**config.mk**
```make
export PLATFORM = sky130hd
export DESIGN_NAME = buddy_page_allocator_unit
export DESIGN_NICKNAME = d
export VERILOG_FILES = /design/src/hw/rtl/bpa_pkg.sv /design/src/hw/rtl/bpa_map_ram.sv /design/src/hw/rtl/buddy_page_allocator_unit.sv
export SDC_FILE = /design/constraint.sdc
export NUM_CORES = 2
export LEC_CHECK = 0
export BUFFER_PORTS_ARGS = -buffer_cell sky130_fd_sc_hd__buf_2
export CORE_MARGIN = 4
export CORE_UTILIZATION = 50
export CTS_CLUSTER_DIAMETER = 80
export CTS_CLUSTER_SIZE = 14
export DETAILED_ROUTE_END_ITERATION = 10
export GPL_ROUTABILITY_DRIVEN = 0
export PLACE_DENSITY = 0.76
export SLEW_MARGIN = 10
export SYNTH_ARGS = -nofsm -noshare
export SYNTH_HDL_FRONTEND = slang
export SYNTH_HIERARCHICAL = 1
export SYNTH_SLANG_ARGS = --single-unit
```
**constraint.sdc**
```tcl
create_clock -name clk_i -period 103.8 [get_ports clk_i]
set_input_delay 15.57 -clock clk_i [delete_from_list [all_inputs] [get_ports clk_i]]
set_output_delay 15.57 -clock clk_i [all_outputs]
set_load 0.02 [all_outputs]
```
**src/hw/rtl/bpa_pkg.sv**
```systemverilog
package bpa_pkg;

  typedef enum logic [1:0] {
    OP_ALLOC   = 2'd0,
    OP_FREE    = 2'd1,
    OP_RESERVE = 2'd2,
    OP_INIT    = 2'd3
  } op_e;

  typedef enum logic [2:0] {
    ST_OK        = 3'd0,
    ST_NO_BLOCK  = 3'd1,
    ST_BAD_ARG   = 3'd2,
    ST_NOT_FREE  = 3'd3,
    ST_PARTIAL   = 3'd4
  } status_e;

  typedef enum logic [3:0] {
    S_IDLE,
    S_CLEAR,
    S_SEED,
    S_SCAN,
    S_SCAN_CHK,
    S_SPLIT,
    S_FREE_RD,
    S_FREE_CHK,
    S_FREE_CLR,
    S_RES_RD,
    S_RES_CHK,
    S_RES_SPLIT,
    S_DONE
  } fsm_e;

endpackage

```
**src/hw/rtl/bpa_map_ram.sv**
```systemverilog
module bpa_map_ram #(
  parameter int unsigned Depth = 2048,
  localparam int unsigned AW = $clog2(Depth)
) (
  input  logic          clk_i,
  input  logic          we_i,
  input  logic [AW-1:0] waddr_i,
  input  logic          wdata_i,
  input  logic [AW-1:0] raddr_i,
  output logic          rdata_o
);

  logic mem [Depth];

  always_ff @(posedge clk_i) begin
    if (we_i) begin
      mem[waddr_i] <= wdata_i;
    end
    rdata_o <= mem[raddr_i];
  end

endmodule

```
**src/hw/rtl/buddy_page_allocator_unit.sv**
```systemverilog
// Channel   | Direction | Contents
// s_axis    | in        | tdata: operation[1:0], order[4:2], page[14:5]
// m_axis    | out       | tdata: status[2:0], start_page[12:3]
// cfg       | in        | page_count[10:0]
// Each order k occupies a region of PAGES>>k bits in one single-port-read map RAM.
// Rejected requests go straight to the result. Allocate reads one map bit at a time, order
// by order upward from the requested one, then splits one level per cycle; free checks the
// buddy and merges while it is free, one level at a time; reserve probes orders from the top
// down, then splits to order 0; init clears every map bit then seeds one top block per cycle.
// After reset the map is cleared by a sweep over every map bit; no request is taken then.
// The result register holds while m_axis_tready is low; one request is in flight at a time.
module buddy_page_allocator_unit
  import bpa_pkg::*;
#(
  parameter int unsigned TOP_ORDER = 6,
  parameter int unsigned PAGES     = 1024
) (
  input  logic        clk_i,
  input  logic        rst_ni,
  input  logic        s_axis_tvalid,
  output logic        s_axis_tready,
  input  logic [15:0] s_axis_tdata,   // operation, order, page
  output logic        m_axis_tvalid,
  input  logic        m_axis_tready,
  output logic [15:0] m_axis_tdata,   // status, start_page
  input  logic        cfg_valid,
  output logic        cfg_ready,
  input  logic [10:0] cfg_data
);

  localparam int unsigned Depth = 2 * PAGES;
  localparam int unsigned AW = $clog2(Depth);
  localparam int unsigned KW = $clog2(TOP_ORDER + 2);
  localparam int unsigned IW = AW;

  fsm_e state_q, state_d;
  logic [10:0] pc_q;
  logic [1:0] op_q, op_d;
  logic [2:0] ord_q, ord_d;
  logic [9:0] page_q, page_d;
  logic [KW-1:0] k_q, k_d;
  logic [IW-1:0] idx_q, idx_d;
  logic [AW-1:0] cnt_q, cnt_d;
  logic [2:0] st_q, st_d;
  logic [9:0] sp_q, sp_d;

  logic we, wd, rdata;
  logic [AW-1:0] wa, ra;

  bpa_map_ram #(.Depth(Depth)) u_ram (
    .clk_i, .we_i(we), .waddr_i(wa), .wdata_i(wd), .raddr_i(ra), .rdata_o(rdata)
  );

  function automatic logic [AW-1:0] base_of(input logic [KW-1:0] k);
    logic [AW:0] b;
    b = '0;
    for (int j = 0; j <= TOP_ORDER; j++) begin
      if (j < k) b = b + (AW+1)'(PAGES >> j);
    end
    return b[AW-1:0];
  endfunction

  function automatic logic [IW-1:0] nblk(input logic [KW-1:0] k);
    return IW'(PAGES >> k);
  endfunction

  logic [AW-1:0] seed_n;
  logic seed_part;
  always_comb begin
    logic [10:0] n;
    n = (pc_q > 11'(PAGES)) ? 11'(PAGES) : pc_q;
    seed_part = (pc_q > 11'(PAGES)) || ((n & 11'((1 << TOP_ORDER) - 1)) != 0);
    seed_n = AW'(n >> TOP_ORDER);
  end

  assign cfg_ready = 1'b1;
  always_ff @(posedge clk_i or negedge rst_ni) begin
    if (!rst_ni) pc_q <= 11'd1024;
    else if (cfg_valid) pc_q <= cfg_data;
  end

  assign s_axis_tready = (state_q == S_IDLE);
  assign m_axis_tvalid = (state_q == S_DONE);
  assign m_axis_tdata  = {3'b0, sp_q, st_q};

  logic [IW-1:0] bud;
  logic [IW:0] pidx;
  assign bud = idx_q ^ IW'(1);

  always_comb begin
    state_d = state_q; op_d = op_q; ord_d = ord_q; page_d = page_q;
    k_d = k_q; idx_d = idx_q; cnt_d = cnt_q; st_d = st_q; sp_d = sp_q;
    we = 1'b0; wa = '0; wd = 1'b0; ra = '0;
    pidx = '0;
    case (state_q)
      S_IDLE: begin
        if (s_axis_tvalid) begin
          op_d = s_axis_tdata[1:0];
          ord_d = s_axis_tdata[4:2];
          page_d = s_axis_tdata[14:5];
          st_d = ST_OK; sp_d = '0;
          case (op_e'(s_axis_tdata[1:0]))
            OP_ALLOC: begin
              if (32'(s_axis_tdata[4:2]) > TOP_ORDER) begin
                st_d = ST_NO_BLOCK; state_d = S_DONE;
              end else begin
                k_d = KW'(s_axis_tdata[4:2]); idx_d = '0; state_d = S_SCAN;
              end
            end
            OP_FREE: begin
              if (32'(s_axis_tdata[4:2]) > TOP_ORDER) begin
                st_d = ST_NO_BLOCK; state_d = S_DONE;
              end else if (((s_axis_tdata[14:5] & ((10'd1 << s_axis_tdata[4:2]) - 10'd1))
                            != 0) || (32'(s_axis_tdata[14:5]) +
                            (32'd1 << s_axis_tdata[4:2]) > PAGES)) begin
                st_d = ST_BAD_ARG; state_d = S_DONE;
              end else begin
                k_d = KW'(s_axis_tdata[4:2]);
                idx_d = IW'(s_axis_tdata[14:5] >> s_axis_tdata[4:2]);
                state_d = S_FREE_RD;
              end
            end
            OP_RESERVE: begin
              if (32'(s_axis_tdata[14:5]) >= PAGES) begin
                st_d = ST_BAD_ARG; state_d = S_DONE;
              end else begin
                k_d = KW'(TOP_ORDER); state_d = S_RES_RD;
              end
            end
            default: begin
              cnt_d = '0; state_d = S_CLEAR;
            end
          endcase
        end
      end
      S_CLEAR: begin
        we = 1'b1; wa = cnt_q; wd = 1'b0;
        cnt_d = cnt_q + AW'(1);
        if (32'(cnt_q) == Depth - 1) begin
          cnt_d = '0;
          state_d = (op_q == OP_INIT) ? S_SEED : S_IDLE;
        end
      end
      S_SEED: begin
        if (cnt_q < seed_n) begin
          we = 1'b1; wa = base_of(KW'(TOP_ORDER)) + cnt_q; wd = 1'b1;
          cnt_d = cnt_q + AW'(1);
        end else begin
          st_d = seed_part ? ST_PARTIAL : ST_OK; state_d = S_DONE;
        end
      end
      S_SCAN: begin
        ra = base_of(k_q) + AW'(idx_q);
        state_d = S_SCAN_CHK;
      end
      S_SCAN_CHK: begin
        if (rdata) begin
          we = 1'b1; wa = base_of(k_q) + AW'(idx_q); wd = 1'b0;
          state_d = S_SPLIT;
        end else if (idx_q == nblk(k_q) - IW'(1)) begin
          if (32'(k_q) == TOP_ORDER) begin
            st_d = ST_NO_BLOCK; state_d = S_DONE;
          end else begin
            k_d = k_q + KW'(1); idx_d = '0; state_d = S_SCAN;
          end
        end else begin
          idx_d = idx_q + IW'(1); state_d = S_SCAN;
        end
      end
      S_SPLIT: begin
        if (k_q > KW'(ord_q)) begin
          we = 1'b1; wa = base_of(k_q - KW'(1)) + AW'({idx_q[IW-2:0], 1'b1}); wd = 1'b1;
          k_d = k_q - KW'(1); idx_d = {idx_q[IW-2:0], 1'b0};
        end else begin
          sp_d = 10'(idx_q << ord_q); state_d = S_DONE;
        end
      end
      S_FREE_RD: begin
        ra = base_of(k_q) + AW'(bud);
        state_d = S_FREE_CHK;
      end
      S_FREE_CHK: begin
        if (32'(k_q) < TOP_ORDER && bud < nblk(k_q) && rdata) begin
          we = 1'b1; wa = base_of(k_q) + AW'(bud); wd = 1'b0;
          state_d = S_FREE_CLR;
        end else begin
          we = 1'b1; wa = base_of(k_q) + AW'(idx_q); wd = 1'b1;
          state_d = S_DONE;
        end
      end
      S_FREE_CLR: begin
        we = 1'b1; wa = base_of(k_q) + AW'(idx_q); wd = 1'b0;
        idx_d = idx_q >> 1; k_d = k_q + KW'(1); state_d = S_FREE_RD;
      end
      S_RES_RD: begin
        ra = base_of(k_q) + AW'(page_q >> k_q);
        state_d = S_RES_CHK;
      end
      S_RES_CHK: begin
        if (rdata) begin
          we = 1'b1; wa = base_of(k_q) + AW'(page_q >> k_q); wd = 1'b0;
          state_d = S_RES_SPLIT;
        end else if (k_q == '0) begin
          st_d = ST_NOT_FREE; state_d = S_DONE;
        end else begin
          k_d = k_q - KW'(1); state_d = S_RES_RD;
        end
      end
      S_RES_SPLIT: begin
        if (k_q != '0) begin
          pidx = (IW+1)'(page_q >> (k_q - KW'(1))) ^ (IW+1)'(1);
          we = 1'b1; wa = base_of(k_q - KW'(1)) + AW'(pidx); wd = 1'b1;
          k_d = k_q - KW'(1);
        end else begin
          state_d = S_DONE;
        end
      end
      S_DONE: begin
        if (m_axis_tready) state_d = S_IDLE;
      end
      default: state_d = S_IDLE;
    endcase
  end

  always_ff @(posedge clk_i or negedge rst_ni) begin
    if (!rst_ni) begin
      state_q <= S_CLEAR;
      op_q <= OP_ALLOC;
      cnt_q <= '0;
    end else begin
      state_q <= state_d;
      op_q <= op_d;
      cnt_q <= cnt_d;
    end
  end

  always_ff @(posedge clk_i) begin
    ord_q <= ord_d; page_q <= page_d; k_q <= k_d; idx_q <= idx_d;
    st_q <= st_d; sp_q <= sp_d;
  end

endmodule
```
# After elaboration in Yosys (flattened, before gate mapping)
# Memories as Yosys holds them, arrays and structs flattened. A register that Yosys moved wholly into a read port is not among the register bits.
# Cells that the tools add are included.
# word_totals
reg_bits,68
ram_bits,2048
output_inout_bits,19
word_cells,438
mem_count,1
# memory_table
memory,depth,width,rd,rd_ports_with_merged_regs,wr,line,text
u_ram.mem,2048,1,1,1,1,bpa_map_ram.sv:13,logic mem [Depth];
# op_classes
n_addsub,78
order_cmp,21
eq_ne,41
shifts,6
mux,253
bitwise,3
n_reduce_logical,25
# op_table
operator,count
$mux 11,192
$add 11x10->11 const B,10
$add 11x11->11,10
$add 11x5->11 const B,10
$add 11x6->11 const B,10
$add 11x7->11 const B,10
$add 11x8->11 const B,10
$add 11x9->11 const B,10
$pmux 11 s8,1
$mux 3,22
$pmux 11 s3,2
$reduce_bool 32->1,2
$pmux 4 s13,1
$mux 4,12
$pmux 11 s4,1
$shr 10x3->11,3
$add 10x32->32,1
$and 10x32->32,1
$gt 32x11->1 const B,1
$ne 2x2->1 const B,16
$shl 1x3->32 const A,1
$sub 32x1->32 const B,1
$add 11x1->11 const B,2
$pmux 11 s2,1
other kinds (58),97

# Depth between registers and ports, before layout
# depth
ltp_word,33
depth_mapped,22
depth_no_buf,18

# Modules after synthesis
# The synthesis kept the hierarchy.
# modules_own_cells
module,instances,cells_each,area_each_um2,seq_area_each_um2
bpa_map_ram,1,6243,89345.7,61519.0
buddy_page_allocator_unit,1,878,7534.7,1904.3

# Worst setup path before layout
# Ideal clock, no wire load.
# synth_timing
path_kind,reg2reg
start,reg k_q[0]
end,"mem u_ram.mem[0], data pin"
t_arrival_ns,81.063
slack_ns,6.675
stages_incl_launch_ff,13
period_less_slack_ns,97.125
cell_sequence,edfxtp_1 > clkbuf_1 > buf_2 > clkinv_1 > ha_1 > clkbuf_1 > nand2b_1 > ha_1 > o2111ai_1 > a21oi_1 > o311a_1 > a2111oi_0 > o21ai_0
# synth_between
elab_chain_cells,6
# synth_rtl
item,line,text
"start, declared",buddy_page_allocator_unit.sv:41,"logic [KW-1:0] k_q, k_d;"
"start signal, assigned",buddy_page_allocator_unit.sv:238,ord_q <= ord_d; page_q <= page_d; k_q <= k_d; idx_q <= idx_d;
$shr 11x3->11,buddy_page_allocator_unit.sv:64,return IW'(PAGES >> k);
$lt 11x11->1,buddy_page_allocator_unit.sv:183,if (32'(k_q) < TOP_ORDER && bud < nblk(k_q) && rdata) begin
$logic_and 1x1->1 (2 in a row),buddy_page_allocator_unit.sv:183,
$mux 1,buddy_page_allocator_unit.sv:183,
$pmux 1 s4 *,buddy_page_allocator_unit.sv:95,case (state_q)
net wd,buddy_page_allocator_unit.sv:47,"logic we, wd, rdata;"
"end, declared",bpa_map_ram.sv:13,
# The timed path passes the listed nets; every way through them passes the cells marked *.

# Worst setup path after layout
# layout_timing
start,in s_axis_tdata[3]
end,reg idx_q[0] (enable)
# layout_between
elab_chain_cells,7
# layout_rtl
item,line,text
"start, declared",buddy_page_allocator_unit.sv:22,"input logic [15:0] s_axis_tdata,"
branches (longest 6 deep; another with $add 10x32->32),--,
$reduce_and 9->1 (no line) *,--,
"end signal, assigned",buddy_page_allocator_unit.sv:238,
"end, declared",buddy_page_allocator_unit.sv:42,"logic [IW-1:0] idx_q, idx_d;"
# Mark *: on every way between the ends.
# A chain may end at the register's enable or synchronous reset.

==> flow_summary.yaml <==
run_status:
  status: "completed"
cts:
  clock-root-buffer: "clkbuf_16"
  clk-insertion-delay-late_ns: 0.83
  cts_buffer_depth: 3
  cts.repair.resized: 0
  cts_buffers: 172
  cts_setup_buffers: 0
  tritoncts: "yes"
  clkTransAtPathRegs_ns: 0.07
  ctsHoldBuffers: 0
  clock_sink_count: 2117
  htree_levels: 4
timing:
  worst_slew_pin_slew_ns: 1.43
  period_share: 0.179
  setup_viol: 0
  hold_viol_final: 0
  timing.final.crit_period_ns: 18.60
  setup_slack_ns: 85.20
  final.setup_skew_ns: 0.0336
  worst_slew_margin_rel: 0.0447
  slew_violations: 0
  hold_ws_ns: 0.505
  tns_ns: 0
  rsz0062_at_grt: "no"
  max_freq_ghz: 0.0538
worst_hold_path:
  hold_depth: 2
  min_path_type: "register to register"
  holdCritStartpoint: "op_q[1]"
  worstHoldEndpoint: "op_q[1]"
setup_path:
  critPathMostFrequentCell: "nor3_1"
  r2r_slack_ns: 94.29
  path_cells: "buf_2 -> nor3_1 -> ha_1 -> inv_1 -> fa_1 -> nand3b_1 -> a221oi_1 -> o311ai_0 -> or4_4 -> o31ai_4 -> a21oi_1 -> nor3_1 -> buf_4"
  reg2reg_to: "u_ram/mem[1800]"
  setup.worst_path.class: "primary input to register"
  crit_path_end_kind: "register"
  critPathLaunchType: "primary input"
  worstPathArrival_ns: 19.13
  r2r.worst_path.cells: 16
  worst_path_max_delay_cell: "or4_4"
  crit_required_ns: 104.33
  cp_max_fo: 25
  startpoint: "s_axis_tdata[3]"
  r2r-start: "k_q[1]"
  slowest_delay_ns: 0.60
logic_synthesis:
  ys_warn_count: 6
  synth_edf_count: 2088
  synth.avg_cell_area_um2: 13.6
  synth_cell_types: 101
  synth_async_sr_flop_share: 0.0132
  synth_cells: 7121
  yosys-top-cells-area: "edfxtp_1 (65%), nor2_1 (8.4%), mux4_2 (8.4%)"
  ys.flop_type: "edfxtp_1"
  ys_ff_latch: 2117
  syn_area_um2: 96900
  synth_top_cell_area_share: 0.647
  yosysSeqAreaShare: 0.655
  synth_top_area_cell: "edfxtp_1"
cells_and_area:
  final_nets: 6882
  stdcell_area_um2: 103000
  utilization: 0.535
  drive_above_1_share: 0.122
  syn2layout_area_growth_pct: 6.32
  final_cell_mix: "nor2_1 (2157), edfxtp_1 (2088), mux4_2 (360)"
  final_common_cell: "nor2_1"
  final_cells: 9340
drt:
  vias: 61900
  drtAntennaViolNets: 0
  drt-total-wl_mm: 266
  drc_errors: 0
  post_drt_via_cell_ratio: 6.63
  drt-initial-drc-count: 10400
  dr.pass1.iters: 7
  wl_per_cell_um: 28.5
place:
  post_dp_cell_area_um2: 98400
  dpl.cell_count: 9137
  portBuffers: 45
  preCtsSetupSlack_ns: 84.43
  hpwl_mm: 144
floorplan:
  dieArea_um2: 201000
  die_h_um: 448
  initial_core_util: 0.503
  std_cell_rows: 161
  boundaryPins: 51
  die-width_um: 448
  coreArea_um2: 193000
power_and_ir_drop:
  irDropWorstVdd_uv: 29.0
  power_density_nw_per_um2: 26.1
  p_leak_nw: 29.7
  total_power_mw: 2.69
job:
  cap_violations: 0
grt:
  grt_pass1_vias: 59900
  grt_remaining_overflow: 0
  track_usage: 0.263
  antenna_found_initial: 9
  grt_pass1_wl_mm: 391
  grt_max_degree: 274
==> cell usage after synthesis, drive strengths merged (12+ instances only) <==
cell type / count
a2111oi: 21
a211oi: 17
a21oi: 133
a22oi: 32
a31oi: 21
and2: 12
and3: 15
buf: 244
clkbuf: 432
dfrtp: 26
edfxtp: 2088
ha: 60
inv: 39
mux2: 22
mux2i: 329
mux4: 404
nand2: 253
nand2b: 15
nand3: 87
nand4: 24
nor2: 2164
nor2b: 21
nor3: 76
nor3b: 16
nor4: 20
o21ai: 103
o221ai: 128
o22ai: 80
xnor2: 27
xor2: 23
==> worst max path at each step <==
stage | endpoint | slack [ns] | depth (start not counted)
4_1_cts | idx_q[0] | 85.31 | 13
5_1_grt | idx_q[0] | 85.05 | 13
2_1_floorplan | u_ram/mem[0] | 6.67 | 12
3_3_place_gp | idx_q[0] | 84.49 | 13
6_report | idx_q[0] | 85.20 | 13
3_5_place_dp | idx_q[0] | 84.43 | 13
==> routing by layer <==
layer  part of all wire  GRT usage  vias up
li1                   -          -    25500
met1               0.35      0.361    31100
met2               0.45      0.401     4463
met3               0.15     0.0667      772
met4              0.051      0.118        9
met5            0.00040          0        -
==> power breakdown <==
group	leakage [nW]	internal (mW)	switching, mW
logic	8.09	0.275	0.689
registers	19.3	1.11	0.0224
clock network	2.27	0.300	0.292
total	29.7	1.69	1.00
==> critical path, delay by kind of cell <==
kind                     cells  cell delay [ns]
AND/OR/NAND/NOR              4             1.22
AO/OA/AOI/OAI                4             0.95
adder cells (fa/ha/maj)      2             0.78
buffers and inverters        3             0.60
==> logic make-up (layout without fill, tap and decap cells) <==
family | Yosys count | in the layout | synth area share
simple gates | 2749 | 2749 | 0.114
fa+ha+maj | 66 | 66 | 0.00890
buf+inv | 720 | 408 | 0.0376
xor+xnor | 50 | 50 | 0.00460
mux | 755 | 755 | 0.132
other cells | 2 | 7 | 0.0000775
compound gates | 662 | 662 | 0.0478
flops | 2117 | 2117 | 0.655
==> final cells by class <==
class                      instances  area (µm²)
clock buffer                     179        4370
timing repair buffer             164        1230
inverter                          44         173
sequential                      2117       63400
clock inverter                    21         251
tap                             2526        3160
antenna                            3        7.51
fill                           15200       89600
multi-input combinational       4286       30400
==> flip-flops by register name, indices dropped and copies added (netlist names) <==
register,count
u_ram/mem,2048
op_q,2
u_ram/rdata_o,1
idx_q,11
pc_q,11
st_q,3
page_q,10
sp_q,10
k_q,3
state_q,4
cnt_q,11
ord_q,3
Power figures use the tool's default switching activity.
